<file path="config.mk">
export PLATFORM = sky130hd
export DESIGN_NAME = orsa_front
export DESIGN_NICKNAME = d
export VERILOG_FILES = /design/src/hdl/orsa_pkg.sv /design/src/hdl/orsa_front.sv
export SDC_FILE = /design/constraint.sdc
export NUM_CORES = 1
export LEC_CHECK = 0
export BUFFER_PORTS_ARGS = -buffer_cell sky130_fd_sc_hd__buf_2
export CELL_PAD_IN_SITES_DETAIL_PLACEMENT = 0
export CELL_PAD_IN_SITES_GLOBAL_PLACEMENT = 1
export CORE_MARGIN = 1.5
export CORE_UTILIZATION = 39
export DETAILED_ROUTE_END_ITERATION = 8
export PLACE_DENSITY = 0.76
export SETUP_SLACK_MARGIN = 0.02
export SYNTH_ARGS = -nofsm -noshare
export SYNTH_HDL_FRONTEND = slang
export SYNTH_SLANG_ARGS = --single-unit
</file>
<file path="constraint.sdc">
create_clock -name clk_i -period 2.2 [get_ports clk_i]
set_input_delay 0.22 -clock clk_i [delete_from_list [all_inputs] [get_ports clk_i]]
set_output_delay 0.22 -clock clk_i [all_outputs]
set_load 0.005 [all_outputs]
</file>
<file path="src/hdl/orsa_pkg.sv">
// Shared types and constants for the outlier-rejecting sample average.
`timescale 1ns / 1ps
`default_nettype none
package orsa_pkg;

  localparam int IN_W   = 12;
  localparam int OUT_W  = 12;
  localparam int KEPT_W = 8;

  localparam logic [1:0] ACT_CLEAR     = 2'd0;
  localparam logic [1:0] ACT_ADD       = 2'd1;
  localparam logic [1:0] ACT_CLEAR_ADD = 2'd2;
  localparam logic [1:0] ACT_UNUSED    = 2'd3;

  typedef enum logic [1:0] {
    OP_NOP,
    OP_CLEAR,
    OP_ADD,
    OP_CLEAR_ADD
  } op_e;

  typedef struct packed {
    op_e             op;
    logic [IN_W-1:0] x;
    logic [IN_W-1:0] y;
  } cmd_t;

  typedef enum logic [1:0] {
    ST_IDLE,
    ST_VAR,
    ST_KEEP,
    ST_DIV
  } state_e;

endpackage
`default_nettype wire

</file>
<file path="src/hdl/orsa_front.sv">
// Request decode and two-entry command queue.
`timescale 1ns / 1ps
`default_nettype none
module orsa_front (
  input  wire logic                     clk_i,
  input  wire logic                     rst_ni,
  input  wire logic                     in_valid_i,
  output logic                          in_stall_o,
  input  wire logic [1:0]               action_i,
  input  wire logic [orsa_pkg::IN_W-1:0] sample_x_i,
  input  wire logic [orsa_pkg::IN_W-1:0] sample_y_i,
  output logic                          cmd_valid_o,
  output orsa_pkg::cmd_t                cmd_o,
  input  wire logic                     cmd_pop_i
);
  import orsa_pkg::*;

  cmd_t       fifo_q [2];
  logic       wr_ptr_q, rd_ptr_q;
  logic [1:0] cnt_q;
  op_e        op;
  logic       push;

  always_comb begin
    unique case (action_i)
      ACT_CLEAR:     op = OP_CLEAR;
      ACT_ADD:       op = OP_ADD;
      ACT_CLEAR_ADD: op = OP_CLEAR_ADD;
      default:       op = OP_NOP;
    endcase
  end

  assign in_stall_o  = (cnt_q == 2'd2);
  assign push        = in_valid_i && !in_stall_o;
  assign cmd_valid_o = (cnt_q != 2'd0);
  assign cmd_o       = fifo_q[rd_ptr_q];

  always_ff @(posedge clk_i) begin
    if (push) begin
      fifo_q[wr_ptr_q] <= '{op: op, x: sample_x_i, y: sample_y_i};
    end
  end

  always_ff @(posedge clk_i or negedge rst_ni) begin
    if (!rst_ni) begin
      wr_ptr_q <= 1'b0;
      rd_ptr_q <= 1'b0;
      cnt_q    <= 2'd0;
    end else begin
      if (push) wr_ptr_q <= ~wr_ptr_q;
      if (cmd_pop_i) rd_ptr_q <= ~rd_ptr_q;
      cnt_q <= cnt_q + {1'b0, push} - {1'b0, cmd_pop_i};
    end
  end

endmodule
`default_nettype wire

</file>
### Word-level counts from Yosys, hierarchy flattened

Memories as Yosys holds them, arrays and structs flattened.
Cells that the tools add are included.
Widths: inputs -> output; s select.

* add/subtract/negate cells: 2
* multiply operators: 0
* divide/modulo/power cells: 0
* order comparisons: 0
* eq/ne operators: 3
* shifts and indexed selects: 0
* mux-type cells: 3
* bitwise logic cells: 2
* reduce and logical (&&, ||, !) cells: 4

Operator list (count)
* $pmux 2 s3: 1
* $eq 2x2->1 const B: 2
* $add 2x1->2: 1
* $eq 2x1->1 const B: 1
* $logic_not 2->1: 1
* $mux 1: 2
* $not 1->1: 2
* $reduce_bool 2->1: 1
* $sub 2x1->2: 1
* $logic_and 1x1->1: 1
* $logic_not 1->1: 1

* bits in registers: 4
* latch bits: 0
* RAM bits: 52
* bits in read-only memories: 0
* bits of input ports: 30
* output and inout port bits: 28
* word-level logic and storage cells: 18
* memories kept: 1

Memory list
* fifo_q: depth 2, width 26, read ports 1, clocked after memory_dff 0, wr ports 1, line orsa_front.sv:18 `cmd_t fifo_q [2];`

### Longest topological paths before layout

Gate-level depths: netlist (run 1).

* word-level depth: 5
* gate-level depth with buffers: 7
* mapped depth without buffers: 7

### Worst setup path before layout (run 1)

Ideal clock, no wire load.

* path kind: register -> register
* from: reg cnt_q[1]
* to: mem fifo_q[0][0] (netlist bit) (enable)
* library setup time: 0.409 ns
* arrival: 1.695 ns
* required time: 1.791 ns
* path slack: 0.096 ns
* cell stages (with the launch flop): 4
* path buffers: 0
* clock period less this slack: 2.104 ns
* cell sequence: dfrtp_1 > nand2b_1 > nand2_1 > nor2_1

* cells in the longest elaborated chain, start to end: 5

RTL lines
* start: declaration: line orsa_front.sv:20 `logic [1:0] cnt_q;`
* start signal: assignment: line orsa_front.sv:52 `cnt_q <= cnt_q + {1'b0, push} - {1'b0, cmd_pop_i};`
* $eq 2x2->1: line orsa_front.sv:33 `assign in_stall_o = (cnt_q == 2'd2);`
* $logic_not 1->1: line orsa_front.sv:34 `assign push = in_valid_i && !in_stall_o;`
* $logic_and 1x1->1: line orsa_front.sv:34
* $mux 1: line orsa_front.sv:39 `if (push) begin`
* $mux 1 (not written as such): line orsa_front.sv:40 `fifo_q[wr_ptr_q] <= '{op: op, x: sample_x_i, y: sample_y_i};`
* end: declaration: line orsa_front.sv:18

No other way between the ends.

==> out/metrics.cfg, run 1 <==
[synth]
synth.cell_area_sq_um=2210
synthAdderAreaFrac_pct=2.265
synth-seq-cells=56
yosysSeqAreaShare_pct=75.20
yosys.cell_types.count=15
syn_inst=103
ys_warn_count=0
yosys.area_share.simple_pct=1.472
synthMuxAreaShare_pct=16.48
synth_xor_area_share_pct=1.586
synth_top_family_by_area=multiplexers
syn_nets=137
synth.area.top_cells=edfxtp_1 71%, mux2_4 13%, dfrtp_1 4.5%
avgSynthCellArea_sq_um=21.45
synth_largest_area_cell=edfxtp_1
synth_compound_area_share_pct=0
synth_top_area_share_pct=70.67

[layout]
final_cell_mix=57 x buf_2, 52 x edfxtp_1, 19 x mux2_4
layout.nets=202
drive_gt1_share_pct=56.80
antennaDiodeCount=0
stdcell_count=241
final_common_cell=buf_2
fin_util_pct=49.13
area_delta_synth_final_pct=21.69

[clock_tree]
htreeDepth=2
tritoncts=done
numCtsBuffers=5
clk_pin_slew_ns=0.09
cts_buffer_depth=2
cts_sinks=56
cts-root-buf=clkbuf_8
clock_latency_ns=0.30
ctsResizeCount=0

[drt]
routed_wl_um=3364
viasPerCell=4.535
drtIter0Drc=37
vias=1093
first_pass_iters=2
wl_met2_um=1581
drt.antenna.violating_nets=0
m1WireLength_um=1529
drc=0
highest_layer=met4
wl_met3_um=232
avgRoutedWirePerCell_um=13.96

[global_route]
grt_pass1_wl_um=5257
overflow=0
grt_max_degree=27
grt_use_total_pct=11.58
grt_pass1_vias=1095
antenna_found_initial=0

[timing]
relSlewSlack_pct=76.40
finClkSkew_ns=0.004157
min_period_ns=1.786
setup_viol=0
fmax_ghz=0.5598
slew_violations=0
hold_violations=0
fin_crit_sh_pct=81.20
worst-slew-pin-transition_ns=0.3540
rsz0062_at_grt=no
fin_tns_setup_ns=0

[power_and_ir_drop]
p_sw_share_pct=26.44
seq_power_share_pct=47.8
clkPwrFrac_pct=19.6
fin_total_pwr_mw=3.261
p_comb_share_pct=32.6
power.switching_uw=862.1
power.leakage_nw=1.101
powerDensity_nw_per_um2=1213
intPower_mw=2.399
ir_drop_uv=583.8

[placed_design]
dpl.cell_count=232
hpwlAfterDp_um=2355
gp_congestion=0.6901
portBuffers=57

[worst_setup_path]
r2r_setup_slack_ns=0.65
crit_fanout=23
reg2reg_depth=7
worstSetupEndpointType=output pin
worstSetupPathType=flop to output pin
start_kind=flop
worst_ep_required_time_ns=1.98
cp.arrival_ns=1.57

[floorplan]
rows=27
core-area_sq_um=5473
start_util_pct=40.37
dieArea_sq_um=6126
pin_count=58
die_w_um=78.27
chipHeight_um=78.27

[run_status]
status=finished, final reports clean

[job]
max_cap_violations=0

[worst_hold_path]
hp-class=input pin to flop
worstHoldPathCells=1

layout make-up:
cell class | instances | area, sq um
fillers | 482 | 2784
flip-flops and latches | 56 | 1662
multi-input cells | 40 | 484.2
repair buffers | 61 | 330.3
well taps | 72 | 90.09
clock buffers | 6 | 72.57
clock inverters | 2 | 35.03
inverters | 4 | 15.01
synth_stat cells:
master and instances:
nand2b_1 1, nor2_1 1, buf_12 2, nand2_1 1, mux2_4 19, inv_1 4
xnor2_1 3, edfxtp_1 52, and3_1 1, buf_6 1, dfrtp_1 4, mux2_2 7
or2_2 2, ha_1 4, xor2_1 1
power groups by stage:
stage,registers [mW],clock network (mW),logic (mW)
6_report,1.56,0.639,1.06
5_1_grt,1.58,0.694,1.16
4_1_cts,1.56,0.654,1.09
3_5_place_dp,1.59,0,1.08
3_3_place_gp,1.57,0,1.07
2_1_floorplan,1.54,0,0.784
cell families after synthesis:
| family | after synthesis |
|---|---|
| XOR/XNOR | 4 |
| adder cells (fa/ha/maj) | 4 |
| buffers and inverters | 7 |
| flip-flops | 56 |
| multiplexers | 26 |
| AND/OR/NAND/NOR | 6 |
what timing repair did:
| action | 4_1_cts | 5_1_grt |
|---|---|---|
| hold buffers | 1 | 0 |
| hold endpoints to repair | 4 | 0 |
| setup buffers | 0 | 0 |
registers in the layout, indices dropped and copies added (netlist names):
signal / flops
rd_ptr_q: 1
wr_ptr_q: 1
cnt_q: 2
fifo_q: 52
final timing paths:
path                               start             to
max                             rd_ptr_q       cmd_o[4]
min                        sample_x_i[5]  fifo_q[0][17]
max reg2reg                     cnt_q[1]       cnt_q[1]
min reg2reg                     cnt_q[1]       cnt_q[1]
max in group asynchronous         rst_ni       rd_ptr_q
min in group asynchronous         rst_ni       wr_ptr_q
stage by stage:
| stage | worst slack [ns] | hold WS, ns | instance area, sq um |
|---|---|---|---|
| floorplan | 0.09588 | -0.07559 | 2210 |
| global placement | 0.7302 | 0.02839 | 2571 |
| detailed placement | 0.6633 | 0.03444 | 2571 |
| CTS | 0.3985 | 0.09577 | 2689 |
| global route | 0.3552 | 0.09635 | 2689 |
| finish | 0.4135 | 0.1058 | 2689 |
worst max-delay path, stage by stage, from the launching register on:
cell and delay [ns]:
dfrtp_1 0.53, buf_12 0.25, mux2_2 0.36, buf_2 0.13
layer usage:
metal	track usage, %	up-vias
met5	0	-
met4	4.286	0
met3	3.372	4
met2	18.52	43
met1	15.00	529
li1	-	517
Power figures use the tool's default switching activity.
==> run 2: changes to the inputs <==
ABC_AREA = 1   (was not set)
CORE_UTILIZATION = 38   (was 39)
PLACE_DENSITY = 0.77   (was 0.76)
clock period = 1.6 ns   (was 2.2 ns; I/O delays follow)
==> run 2 against run 1 <==
- utilization decreased by 2.1 points
- combinational power rose by 52%
- sequential cell count unchanged
- critical path type unchanged
- largest power group unchanged
==> out/metrics.cfg, run 2 <==
[run_status]
status=finished, final reports clean

[drt]
drt.antenna.violating_nets=0  ; unchanged
first_pass_iters=4  ; +2
viasPerCell=4.231  ; -6.7%
routed_wl_um=3428  ; +1.9%
vias=1303  ; +19%
avgRoutedWirePerCell_um=11.13  ; -20%
drtIter0Drc=47  ; +27%
drc=0  ; unchanged

[layout]
antennaDiodeCount=0  ; unchanged
regMostFlops=fifo_q
final_common_cell=buf_2
layout.nets=267  ; +32%
reg_top3=fifo_q x52, cnt_q x2
area_delta_synth_final_pct=20.30
largest_reg_flops=52  ; unchanged
drive_gt1_share_pct=40.34  ; -16 points
fillers=573  ; +19%
final_cell_mix=57 x buf_2, 52 x edfxtp_1, 36 x inv_1, 36 x nand2_1, 23 x o21ai_2
stdcell_count=308  ; +28%

[synth]
synth.cell_area_sq_um=2298  ; +4.0%
postSynth.asyncResetShare_pct=7.143  ; unchanged
synth_largest_area_cell=edfxtp_1
synthFlopType=edfxtp_1
synth_top_area_share_pct=67.94  ; -2.7 points
netlist_top_cells_count=52 x edfxtp_1, 36 x inv_1, 36 x nand2_1
yosys.cell_types.count=14  ; -1
avgSynthCellArea_sq_um=13.60  ; -37%
synth.area.top_cells=edfxtp_1 68%, o21ai_2 8.8%, inv_1 5.9%
post-synth-top-count-cell=edfxtp_1
yosysSeqAreaShare_pct=72.29  ; -2.9 points
syn_nets=203  ; +48%
synth-seq-cells=56  ; unchanged
syn_inst=169  ; +64%
ys_warn_count=0  ; unchanged
synth_edf_count=52  ; unchanged

[timing]
fin_tns_setup_ns=0  ; unchanged
setup_viol=0  ; unchanged
min_period_ns=1.461
finClkSkew_ns=0.004225  ; +0.00006737 ns
fmax_ghz=0.6846
slew_violations=0  ; unchanged
holdWs_ns=0.04542  ; -0.06041 ns
fin_crit_sh_pct=91.30
worst-slew-pin-transition_ns=0.2425  ; -0.1115 ns
hold_violations=0  ; unchanged
rsz0062_at_grt=no
relSlewSlack_pct=83.83  ; +7.4 points
final.setup.worst_slack_ns=0.1392  ; -0.2743 ns

[power_and_ir_drop]
clkPwrFrac_pct=15.8  ; -3.8 points
fin_total_pwr_mw=4.405  ; +35%
intPower_mw=2.984  ; +24%
powerDensity_nw_per_um2=1593  ; +31%
p_sw_share_pct=32.27  ; +5.8 points
power.leakage_nw=1.229  ; +12%
p_comb_share_pct=36.6  ; +4.0 points
ir_drop_uv=622.5  ; +6.6%
seq_power_share_pct=47.6  ; -0.2 points
power.switching_mw=1.422  ; +65%

[worst_setup_path]
cp.arrival_ns=1.30  ; -0.27 ns
reg2reg_depth=9  ; +2
worst_ep_required_time_ns=1.44  ; -0.54 ns
worstSetupPathType=flop to output pin
r2r_setup_slack_ns=0.19  ; -0.46 ns
endpoint=cmd_o[25]
crit_fanout=17  ; -26%
reg2reg_to=cnt_q[1]
start_kind=flop
r2r_start=cnt_q[0]
cp-startpoint=rd_ptr_q
worstSetupEndpointType=output pin

[placed_design]
portBuffers=57  ; unchanged
gp_congestion=0.7116  ; +3.1%
preCtsSetupSlack_ns=0.2056  ; -0.4577 ns
hpwlAfterDp_um=2334  ; -0.90%
dpl.cell_count=300  ; +29%

[clock_tree]
cts_buffer_depth=2  ; unchanged
clk_pin_slew_ns=0.09  ; about the same
cts_sinks=56  ; unchanged
clock_latency_ns=0.30  ; about the same
ctsResizeCount=0  ; unchanged
tritoncts=done
htreeDepth=2  ; unchanged
cts_setup_buffers=0  ; unchanged
cts-root-buf=clkbuf_8
postCtsHoldBufs=1  ; unchanged
numCtsBuffers=5  ; unchanged

[global_route]
overflow=0  ; unchanged
grt_pass1_wl_um=5340  ; +1.6%
grt_use_total_pct=11.31  ; -0.27 points
antenna_found_initial=0  ; unchanged
grt_pass1_vias=1190  ; +8.7%
grt_max_degree=37  ; +37%

[floorplan]
chipHeight_um=80.77  ; +3.2%
core-area_sq_um=5886  ; +7.5%
pin_count=58  ; unchanged
die_w_um=80.77  ; +3.2%
start_util_pct=39.05  ; -1.3 points
dieArea_sq_um=6524  ; +6.5%
rows=28  ; +3.7%

[job]
max_cap_violations=0  ; unchanged

[worst_hold_path]
hp-class=input pin to flop

-- run 2: changes by cell type in the layout (fill, tap and decap cells not counted), sizes merged, moves of 3 or more --
cell,delta
nand2,+35
inv,+32
mux2,-26
o21ai,+26
xnor2,-3
-- run 2: kinds of logic (layout without fill, tap and decap cells) --
logic type,Yosys count,count (layout),share of synthesized area [%]
buffers and inverters,42,106,8.982
DFF,56,56,72.29
AOI/OAI and AO/OA,26,26,9.417
adders and majority gates,4,4,2.178
xor gates and xnor gates,1,1,0.3811
and+or+nand+nor,40,40,6.750
-- run 2: worst max-delay path, cell delays in order (launching register included) --
cell and delay [ns]:
dfrtp_2 0.43, buf_4 0.20, o21ai_0 0.22, buf_2 0.15
-- run 2: final cells by class --
cell class	instances	area, sq um	area share (%)
Sequential cell	56	1663	60.14
Multi-Input combinational cell	71	437.9	15.84
Timing Repair Buffer	63	357.8	12.94
Inverter	36	135.1	4.887
Tap cell	75	93.84	3.394
Clock buffer	6	72.57	2.624
Clock inverter	1	5.005	0.1810
-- run 2: worst min path at each step --
stage	startpoint	endpoint	slack [ns]	cells past startpoint
after floorplan	rst_ni	cnt_q[0]	-0.14	0
after global placement	rst_ni	cnt_q[1]	-0.03	1
after detailed placement	rst_ni	cnt_q[1]	-0.02	1
after CTS	sample_y_i[3]	fifo_q[0][3]	0.03	1
after global routing	sample_x_i[8]	fifo_q[1][20]	0.03	1
final	sample_y_i[2]	fifo_q[1][2]	0.05	1
-- run 2: routing by layer --
| layer | up-vias | wire length (um) | track usage [%] |
|---|---|---|---|
| li1 | 684 | - | - |
| met1 | 576 | 1491 | 12.97 |
| met2 | 41 | 1676 | 19.16 |
| met3 | 2 | 245 | 4.494 |
| met4 | 0 | 15 | 4.138 |
| met5 | - | 0 | 0 |
-- run 2: power by group through the flow --
stage          combinational (mW)  sequential (mW)  clock (mW)
6_report                     1.61             2.10       0.698
5_1_grt                      1.84             2.13       0.793
4_1_cts                      1.67             2.10       0.731
3_5_place_dp                 1.66             2.13           0
3_3_place_gp                 1.64             2.12           0
2_1_floorplan                1.13             2.11           0
-- run 2: metrics by stage --
step           util (%)  area, sq um
2_1_floorplan         -         2306
3_3_place_gp      45.49         2678
3_5_place_dp      45.49         2678
4_1_cts           46.98         2765
5_1_grt           46.98         2765
6_report          46.98         2765
==> run 3: changes to the inputs <==
CORE_MARGIN = 2   (was 1.5)
CTS_BUF_LIST = sky130_fd_sc_hd__clkbuf_16   (was not set)
==> run 3 against run 2 <==
- sequential cell count stayed put
- utilization is 0.91 points higher
- combinational power hardly changed
- clock skew hardly changed
- global-route usage is 0.93 points lower
- final cell count is 0.65% higher
- register-to-register slack hardly changed
- fmax is 0.96% higher
- critical path depth is 1 higher
- power is 6.0% higher
- wire length is 2.2% lower
- sequential power hardly changed
- highest routed layer unchanged
==> out/metrics.cfg, run 3 (synthesis results as in run 2) <==
[floorplan]
start_util_pct=39.05  ; unchanged
pin_count=58  ; unchanged
dieArea_sq_um=6686  ; +2.5%
die_w_um=81.77  ; +1.2%
rows=28  ; unchanged
core-area_sq_um=5886  ; unchanged
chipHeight_um=81.77  ; +1.2%

[timing]
slew_violations=0  ; unchanged
rsz0062_at_grt=no
min_period_ns=1.447  ; -0.01393 ns
worst-slew-pin-transition_ns=0.2994  ; +0.05688 ns
fmax_ghz=0.6912  ; +0.96%
setup_viol=0  ; unchanged
fin_crit_sh_pct=90.43  ; -0.87 points
fin_tns_setup_ns=0  ; unchanged
holdWs_ns=0.06346  ; +0.01804 ns
final.setup.worst_slack_ns=0.1532  ; +0.01393 ns
relSlewSlack_pct=80.04  ; -3.8 points
hold_violations=0  ; unchanged
finClkSkew_ns=0.004452  ; +0.0002272 ns

[power_and_ir_drop]
power.leakage_nw=1.263  ; +2.8%
ir_drop_uv=824.1  ; +32%
powerDensity_nw_per_um2=1657  ; +4.0%

[layout]
largest_reg_flops=52  ; unchanged
reg_top3=fifo_q x52, cnt_q x2
final_common_cell=buf_2
antennaDiodeCount=0  ; unchanged
area_delta_synth_final_pct=22.65
drive_gt1_share_pct=40.00  ; -0.34 points
layout.nets=268  ; +0.37%
regMostFlops=fifo_q
final_cell_mix=57 x buf_2, 52 x edfxtp_1, 38 x inv_1
fin_util_pct=47.90  ; +0.91 points

[drt]
drt.antenna.violating_nets=0  ; unchanged
routed_wl_um=3353  ; -2.2%
avgRoutedWirePerCell_um=10.82  ; -2.8%
first_pass_iters=4  ; unchanged
drc=0  ; unchanged
viasPerCell=4.300  ; +1.6%
vias=1333  ; +2.3%
drtIter0Drc=69  ; +47%

[worst_hold_path]
hp-class=input pin to flop

[worst_setup_path]
start_kind=flop
worstSetupPathType=flop to output pin
cp.arrival_ns=1.29  ; about the same
worst_ep_required_time_ns=1.44  ; about the same
crit_fanout=24  ; +7
worstSetupEndpointType=output pin

[placed_design]
gp_congestion=0.6329  ; -11%
preCtsSetupSlack_ns=0.2054  ; -0.0002380 ns
portBuffers=57  ; unchanged
hpwlAfterDp_um=2465  ; +5.6%

[global_route]
grt_use_total_pct=10.38  ; -0.93 points
antenna_found_initial=0  ; unchanged
grt_max_degree=30  ; -19%
grt_pass1_vias=1124  ; -5.5%
overflow=0  ; unchanged
grt_pass1_wl_um=5112  ; -4.3%

[clock_tree]
numCtsBuffers=5  ; unchanged
cts-root-buf=clkbuf_16
cts_buffer_depth=2  ; unchanged
htreeDepth=2  ; unchanged
tritoncts=done
clock_latency_ns=0.28  ; -0.02 ns
ctsResizeCount=0  ; unchanged
clk_pin_slew_ns=0.07  ; -0.02 ns
cts_sinks=56  ; unchanged

[job]
max_cap_violations=0  ; unchanged

[run_status]
status=finished, final reports clean

run 3: changes by cell type in the layout (fill, tap and decap cells not counted):
cell,previous run,this run
clkbuf_16,0,5
clkbuf_8,5,0
buf_4,3,5
inv_1,36,38
buf_12,2,1
clkbuf_1,1,0
clkinv_1,0,1
clkinv_2,1,0
run 3: where the power goes:
part	total [mW]	leakage [nW]	internal, mW	switching (mW)
Sequential	2.10	0.530	2.01	0.0899
Combinational	1.59	0.659	0.670	0.920
Clock	0.985	0.0738	0.563	0.422
run 3: worst paths after layout:
path	startpoint	end	slack [ns]	cells past startpoint
worst min-delay path	sample_x_i[11]	fifo_q[1][23]	0.06	1
max in group asynchronous	rst_ni	rd_ptr_q	1.25	2
min in group asynchronous	rst_ni	cnt_q[1]	0.21	2
worst min register to register	wr_ptr_q	wr_ptr_q	0.49	2
worst max-delay path	rd_ptr_q	cmd_o[20]	0.15	4
worst max register to register	cnt_q[1]	cnt_q[1]	0.20	7
run 3: timing repair:
action | 4_1_cts | 5_1_grt
endpoints found under the setup margin | 0 | 0
endpoints found under the hold margin | 4 | 0
hold buffers | 1 | 0
buffers inserted | 0 | 0
run 3: layout make-up:
class,count,area [sq um]
fillers,551,3067
clock inverters,3,11.26
clock buffers,5,125.1
repair buffers,64,352.8
multi-input cells,71,437.9
flip-flops and latches,56,1663
inverters,36,135.1
well taps,75,93.84
run 3: worst max-delay path: stages (launching register included):
cell,delay [ns]
dfrtp_2,0.38
buf_4,0.30
nand2_1,0.12
o21ai_2,0.08
buf_2,0.12
run 3: routing by layer:
metal  vias up  track usage (%)  part of all wire (%)
met5         -                0                     0
met4         0            4.000                  0.57
met3         2            2.418                   5.2
met2        32            17.32                    51
met1       610            13.13                    43
li1        689                -                     -
run 3: through the flow:
stage | area [sq um] | instances | total power, mW
3_3_place_gp | 2673 | 301 | 3.731
6_report | 2819 | 310 | 4.671
4_1_cts | 2819 | 310 | 4.770
3_5_place_dp | 2673 | 301 | 3.777
5_1_grt | 2819 | 310 | 5.034
2_1_floorplan | 2306 | 169 | 3.239
